File: config.mk
export PLATFORM = sky130hd
export DESIGN_NAME = wtv_front
export DESIGN_NICKNAME = d
export VERILOG_FILES = /design/src/design/wtv_pkg.sv /design/src/design/wtv_front.sv
export SDC_FILE = /design/constraint.sdc
export NUM_CORES = 1
export LEC_CHECK = 0
export BUFFER_PORTS_ARGS = -buffer_cell sky130_fd_sc_hd__buf_4
export CAP_MARGIN = 10
export CORE_MARGIN = 2
export CORE_UTILIZATION = 24
export CTS_CLUSTER_SIZE = 16
export DETAILED_ROUTE_END_ITERATION = 10
export PLACE_DENSITY_LB_ADDON = 0.1
export SLEW_MARGIN = 20
export SYNTH_ARGS = -nofsm -noshare
export SYNTH_HDL_FRONTEND = slang
export SYNTH_SLANG_ARGS = --single-unit
File: constraint.sdc
create_clock -name i_clk -period 3.3 [get_ports i_clk]
set_clock_uncertainty 0.1 [all_clocks]
set_input_delay 0.495 -clock i_clk [delete_from_list [all_inputs] [get_ports i_clk]]
set_output_delay 0.495 -clock i_clk [all_outputs]
set_load 0.1 [all_outputs]
File: src/design/wtv_pkg.sv
// ----------------------------------------------------------------------------
// wtv_pkg
// Shared types, constants and note increment tables for the wavetable voice.
// ----------------------------------------------------------------------------
package wtv_pkg;

    // table geometry and voice constants
    localparam int          C_TABLE_DEPTH = 256;
    localparam int          C_ADDR_W      = $clog2(C_TABLE_DEPTH);
    localparam int          C_ENV_LEN     = 255;
    localparam int          C_NOTE_COUNT  = 84;
    localparam int          C_ROM_NOTES   = 84;
    localparam logic [15:0] C_DELAY_RESET = 16'd300;

    // command queue between front and back
    localparam int C_QDEPTH = 2;

    // mode codes on the input channel
    typedef enum logic [1:0] {
        M_TICK      = 2'd0,
        M_NOTE_ON   = 2'd1,
        M_LOAD_WAVE = 2'd2,
        M_LOAD_ENV  = 2'd3
    } t_mode;

    // classified command kinds
    typedef enum logic [2:0] {
        K_NOP  = 3'd0,
        K_TICK = 3'd1,
        K_NOTE = 3'd2,
        K_WAVE = 3'd3,
        K_ENV  = 3'd4
    } t_kind;

    typedef struct packed {
        t_kind                kind;
        logic [7:0]           inc_whole;
        logic [7:0]           inc_frac;
        logic [C_ADDR_W-1:0]  addr;
        logic [7:0]           value;
    } t_cmd;

    // phase increment per note: whole part
    localparam logic [7:0] C_INC_WHOLE [C_ROM_NOTES] = '{
        8'd0, 8'd0, 8'd0, 8'd0, 8'd0, 8'd0, 8'd0, 8'd0, 8'd0, 8'd0,
        8'd1, 8'd1, 8'd1, 8'd1, 8'd1, 8'd1, 8'd1, 8'd1, 8'd1, 8'd1,
        8'd1, 8'd1, 8'd2, 8'd2, 8'd2, 8'd2, 8'd2, 8'd2, 8'd2, 8'd3,
        8'd3, 8'd3, 8'd3, 8'd3, 8'd4, 8'd4, 8'd4, 8'd5, 8'd5, 8'd5,
        8'd5, 8'd6, 8'd6, 8'd7, 8'd7, 8'd7, 8'd8, 8'd8, 8'd9, 8'd10,
        8'd10, 8'd11, 8'd11, 8'd12, 8'd13, 8'd14, 8'd14, 8'd15, 8'd16, 8'd17,
        8'd18, 8'd20, 8'd21, 8'd22, 8'd23, 8'd25, 8'd26, 8'd28, 8'd29, 8'd31,
        8'd33, 8'd35, 8'd37, 8'd40, 8'd42, 8'd44, 8'd47, 8'd50, 8'd53, 8'd56,
        8'd59, 8'd63, 8'd67, 8'd71
    };

    // phase increment per note: fractional byte
    localparam logic [7:0] C_INC_FRAC [C_ROM_NOTES] = '{
        8'd143, 8'd151, 8'd160, 8'd169, 8'd180, 8'd190, 8'd201, 8'd213, 8'd226, 8'd239,
        8'd254, 8'd14, 8'd30, 8'd47, 8'd64, 8'd83, 8'd104, 8'd125, 8'd147, 8'd171,
        8'd197, 8'd223, 8'd252, 8'd27, 8'd59, 8'd93, 8'd128, 8'd166, 8'd207, 8'd249,
        8'd39, 8'd87, 8'd138, 8'd191, 8'd248, 8'd53, 8'd117, 8'd185, 8'd1, 8'd77,
        8'd158, 8'd243, 8'd78, 8'd174, 8'd20, 8'd127, 8'd241, 8'd106, 8'd234, 8'd114,
        8'd2, 8'd154, 8'd60, 8'd230, 8'd156, 8'd92, 8'd40, 8'd254, 8'd226, 8'd212,
        8'd213, 8'd228, 8'd4, 8'd53, 8'd119, 8'd205, 8'd56, 8'd183, 8'd79, 8'd253,
        8'd134, 8'd104, 8'd170, 8'd127, 8'd8, 8'd105, 8'd238, 8'd155, 8'd112, 8'd111,
        8'd157, 8'd250, 8'd139, 8'd83
    };

endpackage

File: src/design/wtv_front.sv
// ----------------------------------------------------------------------------
// wtv_front
// Accepts input items, decodes them into commands (note range check and
// increment lookup) and buffers them in a short queue for the back end.
// ----------------------------------------------------------------------------
module wtv_front import wtv_pkg::*; (
    input  logic                i_clk,
    input  logic                i_rst_n,
    input  logic                i_valid,
    output logic                o_ready,
    input  logic [1:0]          i_mode,
    input  logic [6:0]          i_note,
    input  logic [C_ADDR_W-1:0] i_addr,
    input  logic [7:0]          i_value,
    output logic                o_q_valid,
    output t_cmd                o_q_cmd,
    input  logic                i_q_pop
);

    localparam int QPW = $clog2(C_QDEPTH);
    localparam int QCW = $clog2(C_QDEPTH + 1);

    t_cmd             c_cmd;
    logic             c_note_ok;
    logic [6:0]       c_rom_idx;
    logic             c_push;
    t_cmd             r_q [C_QDEPTH];
    logic [QPW-1:0]   r_wr_ptr;
    logic [QPW-1:0]   r_rd_ptr;
    logic [QCW-1:0]   r_count;
    logic [QCW-1:0]   n_count;

    // decode the incoming transaction
    always_comb begin
        c_note_ok = ({1'b0, i_note} < 8'(C_NOTE_COUNT)) &&
                    ({1'b0, i_note} < 8'(C_ROM_NOTES));
        c_rom_idx = c_note_ok ? i_note : 7'd0;
        c_cmd.inc_whole = C_INC_WHOLE[c_rom_idx];
        c_cmd.inc_frac  = C_INC_FRAC[c_rom_idx];
        c_cmd.addr      = i_addr;
        c_cmd.value     = i_value;
        case (t_mode'(i_mode))
            M_TICK:      c_cmd.kind = K_TICK;
            M_NOTE_ON:   c_cmd.kind = c_note_ok ? K_NOTE : K_NOP;
            M_LOAD_WAVE: c_cmd.kind = K_WAVE;
            M_LOAD_ENV:  c_cmd.kind = K_ENV;
            default:     c_cmd.kind = K_NOP;
        endcase
    end

    assign o_ready   = (r_count != QCW'(C_QDEPTH));
    assign c_push    = i_valid && o_ready;
    assign o_q_valid = (r_count != '0);
    assign o_q_cmd   = r_q[r_rd_ptr];

    always_comb begin
        n_count = r_count;
        if (c_push && !i_q_pop) begin
            n_count = r_count + 1'b1;
        end else if (!c_push && i_q_pop) begin
            n_count = r_count - 1'b1;
        end
    end

    // queue pointers and fill level
    always_ff @(posedge i_clk) begin
        if (!i_rst_n) begin
            r_wr_ptr <= '0;
            r_rd_ptr <= '0;
            r_count  <= '0;
        end else begin
            if (c_push) begin
                r_wr_ptr <= r_wr_ptr + 1'b1;
            end
            if (i_q_pop) begin
                r_rd_ptr <= r_rd_ptr + 1'b1;
            end
            r_count <= n_count;
        end
    end

    // queue storage
    always_ff @(posedge i_clk) begin
        if (c_push) begin
            r_q[r_wr_ptr] <= c_cmd;
        end
    end

    a_fill_bound: assert property (@(posedge i_clk) disable iff (!i_rst_n)
        r_count <= QCW'(C_QDEPTH))
        else $error("command queue over depth");

    a_pop_nonempty: assert property (@(posedge i_clk) disable iff (!i_rst_n)
        i_q_pop |-> (r_count != '0))
        else $error("pop from empty command queue");

endmodule

==> flow_summary.ini, run 1 <==
[yosys]
synth_warnings = 0
ys_seq_elements = 73
netlist_area_sq_mm = 0.00492
avgSynthCellArea_sq_um = 10.1
synth_edf_count = 68
synthArstFlopShare = 0
ys.flop_type = edfxtp_1
synth_cell_type_count = 72
ys_seq_area_frac = 0.435
synth_fp_nets = 532
synthCells = 489

[timing]
relSlewSlack = 0.423
fmax_mhz = 332
worstMarginPinSlew_ns = 0.866
fin_crit_sh = 0.913
rsz0062_at_grt = no
hold_violations = 0
drv_slew = 0
finalSetupTns_ns = 0
period_needed_ns = 3.01
setup_viol = 0

[floorplan]
fp.dieArea_sq_mm = 0.0217
die_y_um = 147
core.rowCount = 52
dieWidth_um = 147
core_area_sq_mm = 0.0202
ios = 66
start_util = 0.244

[grt]
overflow = 0
grt_pass1_wl_um = 26000
grt_max_degree = 50
antenna_found_initial = 0
grt_pass1_vias = 4316
grt_usage = 0.157

[cells_and_area]
n_antenna_cell = 0
area_growth_pct = 26.0
fin_area_sq_mm = 0.00621
final_cells = 842
layout.nets = 610
drive_gt1_frac = 0.316

[placement]
dp_cells = 826
place.gp.congestion = 0.997
port_buffers = 64
place_area_sq_mm = 0.00589
hpwl_um = 12400

[worst_setup_path]
slowest_delay_ns = 0.49
setup.worst_path.end = r_q[0][20]$_DFFE_PP_
crit_fanout = 11
cp_top_family = compound AO/OA/AOI/OAI gates
worst-path-stages = 10
path_class = input pin to flop
slowest_stage = ha_1
cp-end-kind = flop
cp_data_required_time_ns = 3.27
reg2reg_slack_ns = 1.46
r2r.worst_path.cells = 2
worstPathCellList = buf_4 -> a21boi_0 -> nand2_1 -> ha_1 -> buf_4 -> nand2_1 -> o21ai_0 -> o221ai_1 -> o221ai_1 -> a221o_1
critPathArrivalTime_ns = 2.99
startpoint = i_note[5]
r2r-start = r_count[0]$_SDFFE_PN0P_
r2r_end = r_q[1][30]$_DFFE_PP_
startpoint_type = input pin
crit_buf_inv = 2

[clock_network]
cts_tree = yes
numCtsBuffers = 9
cts_hold_buf = 0
cts-root-buf = clkbuf_16
cts.sinks = 73
clkTransAtPathRegs_ns = 0.06
post_cts_buffers = 0
clk_path_buf_depth = 2
clk_latency_ns = 0.33
cts_max_level = 3
cts_resized = 0

[routing]
firstDrtPassIters = 5
num_vias = 4385
drtIter0Drc = 395
wl_per_cell_um = 20.4
drt_wl_total_um = 17200
drt-vias-per-instance = 5.21
ant_nets = 0
drc = 0

[power]
power.leakage_nw = 2.29
ir_drop_mv = 0.220
p_total_mw = 3.57
powerDensity_mw_per_mm2 = 574

[run]
drv_cap = 0

[worst_hold_path]
hold_path.class = input pin to flop

[outcome]
status = completed
==> layout by cell type, fill, tap and decap left out, types with 5 or more instances in the layout <==
cell type  Yosys  routed
buf_4          7     106
edfxtp_1      68      68
mux2_2        36      36
a21oi_1       36      36
nand2_1       34      34
o21ai_0       33      33
nor2_1        31      30
nand2b_1      15      15
ha_1          14      14
inv_1         11      11
nand3_1       11      11
nor2b_1       10      10
o211ai_1      10      10
clkbuf_16      0       9
and2_1         8       8
nor3_1         8       8
o21a_1         7       7
o22ai_1        7       7
a211oi_1       7       7
a211o_1        6       6
a31oi_1        5       5
==> stage by stage <==
stage,hold slack (ns),setup WS [ns],util
floorplan,0.373,0.442,-
global placement,0.391,0.00975,0.292
detailed placement,0.407,0.0216,0.292
CTS,0.235,0.363,0.308
global route,0.235,0.234,0.308
finish,0.248,0.286,0.308
==> Yosys cell counts, types with 4 or more instances <==
| cell type | count | area share |
|---|---|---|
| a211o_1 | 6 | 0.011 |
| a211oi_1 | 7 | 0.011 |
| a21o_1 | 4 | 0.0061 |
| a21oi_1 | 36 | 0.037 |
| a31oi_1 | 5 | 0.0064 |
| a32oi_1 | 4 | 0.0071 |
| and2_1 | 8 | 0.010 |
| buf_2 | 19 | 0.019 |
| buf_4 | 7 | 0.011 |
| buf_6 | 5 | 0.011 |
| clkbuf_1 | 11 | 0.0084 |
| dfxtp_1 | 5 | 0.020 |
| edfxtp_1 | 68 | 0.41 |
| ha_1 | 14 | 0.036 |
| inv_1 | 11 | 0.0084 |
| mux2_2 | 36 | 0.082 |
| nand2_1 | 34 | 0.026 |
| nand2b_1 | 15 | 0.019 |
| nand3_1 | 11 | 0.011 |
| nor2_1 | 31 | 0.024 |
| nor2b_1 | 10 | 0.013 |
| nor3_1 | 8 | 0.0081 |
| o211ai_1 | 10 | 0.015 |
| o21a_1 | 7 | 0.011 |
| o21ai_0 | 33 | 0.034 |
| o22ai_1 | 7 | 0.0089 |
| o32a_1 | 4 | 0.0081 |
| o32ai_1 | 4 | 0.0071 |
| or3_1 | 4 | 0.0051 |
==> worst min path at each step <==
stage,start,endpoint,cells past startpoint
2_1_floorplan,r_count[1]$_SDFFE_PN0P_,r_count[1]$_SDFFE_PN0P_,2
3_3_place_gp,r_count[1]$_SDFFE_PN0P_,r_count[1]$_SDFFE_PN0P_,2
3_5_place_dp,r_count[1]$_SDFFE_PN0P_,r_count[1]$_SDFFE_PN0P_,2
4_1_cts,i_addr[3],r_q[0][11]$_DFFE_PP_,1
5_1_grt,i_value[1],r_q[1][1]$_DFFE_PP_,1
6_report,i_value[1],r_q[1][1]$_DFFE_PP_,1
==> sequential cells by signal, indices dropped and copies added, names as in the netlist, named ones only <==
name	cells
r_q	68
r_count	2
r_rd_ptr	1
r_wr_ptr	1
==> cells by family (layout without fill, tap and decap cells) <==
family | count (synthesis) | count (layout) | share of synthesized area
compound gates | 163 | 163 | 0.226
simple gates | 140 | 140 | 0.146
flops | 73 | 73 | 0.435
buf+inv | 56 | 139 | 0.0628
mux | 38 | 38 | 0.0864
fa+ha+maj | 14 | 14 | 0.0356
xor+xnor | 4 | 4 | 0.00712
other cells | 1 | 1 | 0.000762
==> power by group <==
group          internal [mW]  total, mW  switching (mW)
sequential              1.14       1.17          0.0285
clock                  0.664       1.03           0.364
combinational          0.375       1.37           0.995
total                   2.18       3.57            1.39
==> metal layers <==
metal,global-route usage,vias to the layer above,part of all wire,wire (um)
met3,0.0245,36,0.072,1240
li1,-,2003,-,-
met4,0.0663,0,0.035,595
met1,0.215,2124,0.44,7480
met5,0,-,0,0
met2,0.246,222,0.46,7860
==> layout make-up <==
cell class / instances / area (sq um)
repair buffers: 110 / 876
well taps: 270 / 338
clock buffers: 10 / 229
flip-flops and latches: 73 / 2140
clock inverters: 6 / 90.1
fillers: 2143 / 14000
inverters: 13 / 48.8
multi-input cells: 360 / 2480
(Power assumes the default switching activity.)
==> inputs of run 2 (changes only) <==
==> constraint.sdc (replaced) <==
create_clock -name i_clk -period 2.97 [get_ports i_clk]
set_clock_uncertainty 0.1 [all_clocks]
set_input_delay 0.4455 -clock i_clk [delete_from_list [all_inputs] [get_ports i_clk]]
set_output_delay 0.4455 -clock i_clk [all_outputs]
set_load 0.1 [all_outputs]
==> run 2 against run 1 <==
Net effect:
- sequential power grew 11%
- power grew 6.2%
- cell area grew 1.5%
- first-iteration DRC count grew 16%
- worst setup slack lost 0.031 ns
- die area is the same
- non-clock buffer count grew 25
- cell count grew 3.0%
- via count grew 2.6%
- critical path type unchanged
- largest cell class unchanged
==> flow_summary.ini, run 2 (same netlist as run 1, synthesis figures left out) <==
[outcome]
status = completed

[clock_network]
numCtsBuffers = 9
post_cts_buffers = 0
clkTransAtPathRegs_ns = 0.06
cts_hold_buf = 0
cts.sinks = 73
cts_resized = 0
cts_tree = yes
clk_latency_ns = 0.32
clk_path_buf_depth = 2
cts-root-buf = clkbuf_16
cts_max_level = 3

[placement]
hpwl_um = 13000
port_buffers = 64
place.gp.congestion = 0.978
dp_cells = 851

[floorplan]
dieWidth_um = 147
fp.dieArea_sq_mm = 0.0217
core_area_sq_mm = 0.0202
start_util = 0.244
ios = 66
core.rowCount = 52
die_y_um = 147

[cells_and_area]
largest_register = r_q
largest_reg_flops = 68
final_common_cell = buf_4
n_antenna_cell = 0
reg.largest.list = r_q: 68 flops, r_count: 2 flops
finish.utilization = 0.312
final_cells = 867
layout.nets = 635
area_growth_pct = 27.9
final_cell_mix = buf_4, edfxtp_1, mux2_2, a21oi_1, nand2_1
drive_gt1_frac = 0.342

[grt]
overflow = 0
grt_max_degree = 40
antenna_found_initial = 0
grt_usage = 0.161
grt_pass1_vias = 4530
grt_pass1_wl_um = 26700

[routing]
firstDrtPassIters = 5
drc = 0
num_vias = 4501
drt_wl_total_um = 17800
wl_met1_um = 7680
wl_met2_um = 8050
drtIter0Drc = 457
wl_per_cell_um = 20.5
ant_nets = 0
highest_layer = met4
drt-vias-per-instance = 5.19
wl_met3_um = 1370

[worst_hold_path]
hold_path_depth = 1
hold_path.class = input pin to flop
min_to = r_q[0][1]$_DFFE_PP_
min-delay-start = i_value[1]

[timing]
fin_crit_sh = 0.914
fmax_mhz = 368
drv_slew = 0
setup_viol = 0
hold_violations = 0
finalSetupTns_ns = 0
fin_hold_ws_ns = 0.206
relSlewSlack = 0.589
rsz0062_at_grt = no
period_needed_ns = 2.72
worstMarginPinSlew_ns = 0.614

[worst_setup_path]
cp-end-kind = flop
critPathArrivalTime_ns = 2.67
path_class = input pin to flop
cp_data_required_time_ns = 2.93
r2r-start = r_count[0]$_SDFFE_PN0P_
r2r_end = r_count[1]$_SDFFE_PN0P_
crit_fanout = 6
r2r.worst_path.cells = 6
startpoint_type = input pin
reg2reg_slack_ns = 1.18

[power]
power.leakage_nw = 2.38
p_total_mw = 3.79
ir_drop_mv = 0.243
powerDensity_mw_per_mm2 = 601

[run]
drv_cap = 0
-- run 2: changes by cell type in the layout (fill, tap and decap cells not counted) --
cell	change
buf_12	-3
buf_4	+28
bufinv_16	-2
clkbuf_1	+3
clkinv_2	+1
clkinvlp_4	-1
ha_1	-1
ha_2	+1
inv_6	-1
-- run 2: per-stage QoR --
step                      instance area (sq um)  worst slack (ns)
after floorplan                            4930             0.115
after global placement                     6040           -0.0493
after detailed placement                   6040            -0.135
after CTS                                  6300             0.188
after global routing                       6300             0.139
final                                      6300             0.255
-- run 2: worst max path at each step --
stage | from | to | slack (ns) | depth (start not counted)
after floorplan | r_count[0]$_SDFFE_PN0P_ | r_q[0][0]$_DFFE_PP_ | 0.11 | 3
after global placement | i_note[5] | r_q[1][20]$_DFFE_PP_ | -0.05 | 10
after detailed placement | i_note[5] | r_q[0][20]$_DFFE_PP_ | -0.14 | 10
after CTS | i_note[5] | r_q[1][20]$_DFFE_PP_ | 0.19 | 10
after global routing | i_note[5] | r_q[0][22]$_DFFE_PP_ | 0.14 | 11
final | i_note[5] | r_q[0][17]$_DFFE_PP_ | 0.25 | 11
-- run 2: critical path, cell delays in order --
cell      delay, ns
buf_4          0.13
a21boi_0       0.31
nand2_1        0.17
buf_4          0.17
inv_1          0.09
ha_1           0.41
buf_12         0.15
nor3_1         0.05
o21ai_0        0.21
o211ai_1       0.18
a221o_1        0.35
-- run 2: layout make-up --
cell class	instances	area, sq um
Multi-Input combinational cell	360	2480
Fill cell	2143	13900
Clock buffer	13	240
Tap cell	270	338
Clock inverter	3	18.8
Sequential cell	73	2140
Timing Repair Buffer	135	1030
Inverter	13	48.8
-- run 2: routing by layer --
layer | global-route usage | vias to the layer above
met3 | 0.0342 | 44
met4 | 0.0712 | 0
met5 | 0 | -
li1 | - | 2049
met1 | 0.208 | 2159
met2 | 0.260 | 249
-- run 2: power breakdown --
group          switching (mW)  internal [mW]  total (mW)
clock network           0.371          0.564       0.936
registers              0.0318           1.27        1.30
logic                    1.12          0.439        1.55
total                    1.52           2.27        3.79
==> inputs of run 3 (changes only) <==
--- a/config.mk
+++ b/config.mk
@@ -7,6 +7,7 @@
 export LEC_CHECK = 0
 export BUFFER_PORTS_ARGS = -buffer_cell sky130_fd_sc_hd__buf_4
 export CAP_MARGIN = 10
+export CORE_ASPECT_RATIO = 1.25
 export CORE_MARGIN = 2
 export CORE_UTILIZATION = 24
 export CTS_CLUSTER_SIZE = 16
==> run 3 against run 2 <==
Net effect:
- sequential power barely moved
- global-route usage grew 0.40 points
- cell count down 0.92%
- via count is 0.38% higher
- cell area up 0.36%
- clock power increased by 22%
- combinational power hardly changed
- register-to-register slack lost 0.02 ns
==> flow_summary.ini, run 3 (same netlist as run 1, synthesis figures left out) <==
[power]
powerDensity_mw_per_mm2 = 631
p_total_mw = 3.99
ir_drop_mv = 0.293
power.leakage_nw = 2.37

[timing]
drv_slew = 0
worstMarginPinSlew_ns = 0.566
hold_violations = 0
setup_viol = 0
fin_hold_ws_ns = 0.203
period_needed_ns = 2.80
relSlewSlack = 0.621
fmax_mhz = 357
fin_ws_ns = 0.169
rsz0062_at_grt = no
fin_crit_sh = 0.943

[worst_setup_path]
crit_fanout = 5
critPathArrivalTime_ns = 2.74
slowest_stage = o32ai_1
reg2reg_slack_ns = 1.16
cp_data_required_time_ns = 2.91
cp-end-kind = flop
worstPathCellList = buf_4 -> o211ai_2 -> and3_1 -> inv_1 -> ha_1 -> and4_1 -> a211oi_2 -> o22ai_1 -> o32ai_1
slowest_delay_ns = 0.55
path_class = input pin to flop
startpoint_type = input pin

[cells_and_area]
final_common_cell = buf_4
layout.nets = 627
largest_reg_flops = 68
finish.utilization = 0.314
fin_area_sq_mm = 0.00632
fill_cells = 2123
area_growth_pct = 28.4
n_antenna_cell = 0
largest_register = r_q
reg.largest.list = r_q: 68 flops, r_count: 2 flops
final_cell_mix = buf_4, edfxtp_1, mux2_2, a21oi_1, nand2_1
drive_gt1_frac = 0.336

[floorplan]
core_area_sq_mm = 0.0201
ios = 66
dieWidth_um = 132
fp.dieArea_sq_mm = 0.0217
die_y_um = 164
start_util = 0.245
core.rowCount = 58

[grt]
overflow = 0
antenna_found_initial = 0
grt_pass1_vias = 4421
grt_usage = 0.165
grt_max_degree = 33
grt_pass1_wl_um = 27100

[clock_network]
post_cts_buffers = 0
cts-root-buf = clkbuf_16
numCtsBuffers = 9
cts.sinks = 73
cts_resized = 0
cts_max_level = 3
clk_latency_ns = 0.32
clkTransAtPathRegs_ns = 0.06
cts_tree = yes
clk_path_buf_depth = 2
cts_hold_buf = 0

[outcome]
status = completed

[placement]
hpwl_um = 13700
place_area_sq_mm = 0.00600
place_ws_ns = -0.0486
port_buffers = 64
place.gp.congestion = 0.942

[routing]
wl_per_cell_um = 21.2
drc = 0
drtIter0Drc = 582
num_vias = 4518
drt-vias-per-instance = 5.26
ant_nets = 0
drt_wl_total_um = 18200
firstDrtPassIters = 7

[worst_hold_path]
hold_path.class = input pin to flop

[run]
drv_cap = 0
run 3: critical path: cells and delay by family:
kind / cells / cell delay, ns
buffers and inverters: 2 / 0.28
and+or+nand+nor: 2 / 0.54
adders and majority gates: 1 / 0.32
AOI/OAI and AO/OA: 4 / 1.15
run 3: worst paths after layout:
path,start,end,depth (start not counted)
setup / recovery,i_note[3],r_q[0][23]$_DFFE_PP_,9
hold / removal,i_addr[2],r_q[0][10]$_DFFE_PP_,1
setup reg to reg,r_count[0]$_SDFFE_PN0P_,r_q[0][23]$_DFFE_PP_,4
hold reg to reg,r_count[1]$_SDFFE_PN0P_,r_count[1]$_SDFFE_PN0P_,2
run 3: metrics by stage:
step	instances	TNS, ns
finish	859	0
global route	859	0
CTS	859	0
detailed placement	843	-0.258
global placement	843	-0.0246
floorplan	489	0
run 3: area by class of cell:
cell class	count	area [sq um]	area share
clock buffers	9	225	0.0356
clock inverters	7	93.8	0.0148
inverters	13	48.8	0.00772
multi-input cells	360	2480	0.393
flip-flops and latches	73	2140	0.339
well taps	270	338	0.0534
repair buffers	127	991	0.157
run 3: routing by layer:
layer  vias to the layer above  share of wire  GRT usage
met4                         0          0.056     0.0993
met2                       239           0.48      0.279
met3                        55          0.054     0.0269
li1                       2044              -          -
met5                         -              0          0
met1                      2180           0.41      0.198
run 3: report_power, final:
group          leakage, nW  internal, mW  total, mW  switching, mW
logic                 1.54         0.435       1.55           1.12
clock network        0.153         0.735       1.14          0.404
registers            0.680          1.26       1.30         0.0332
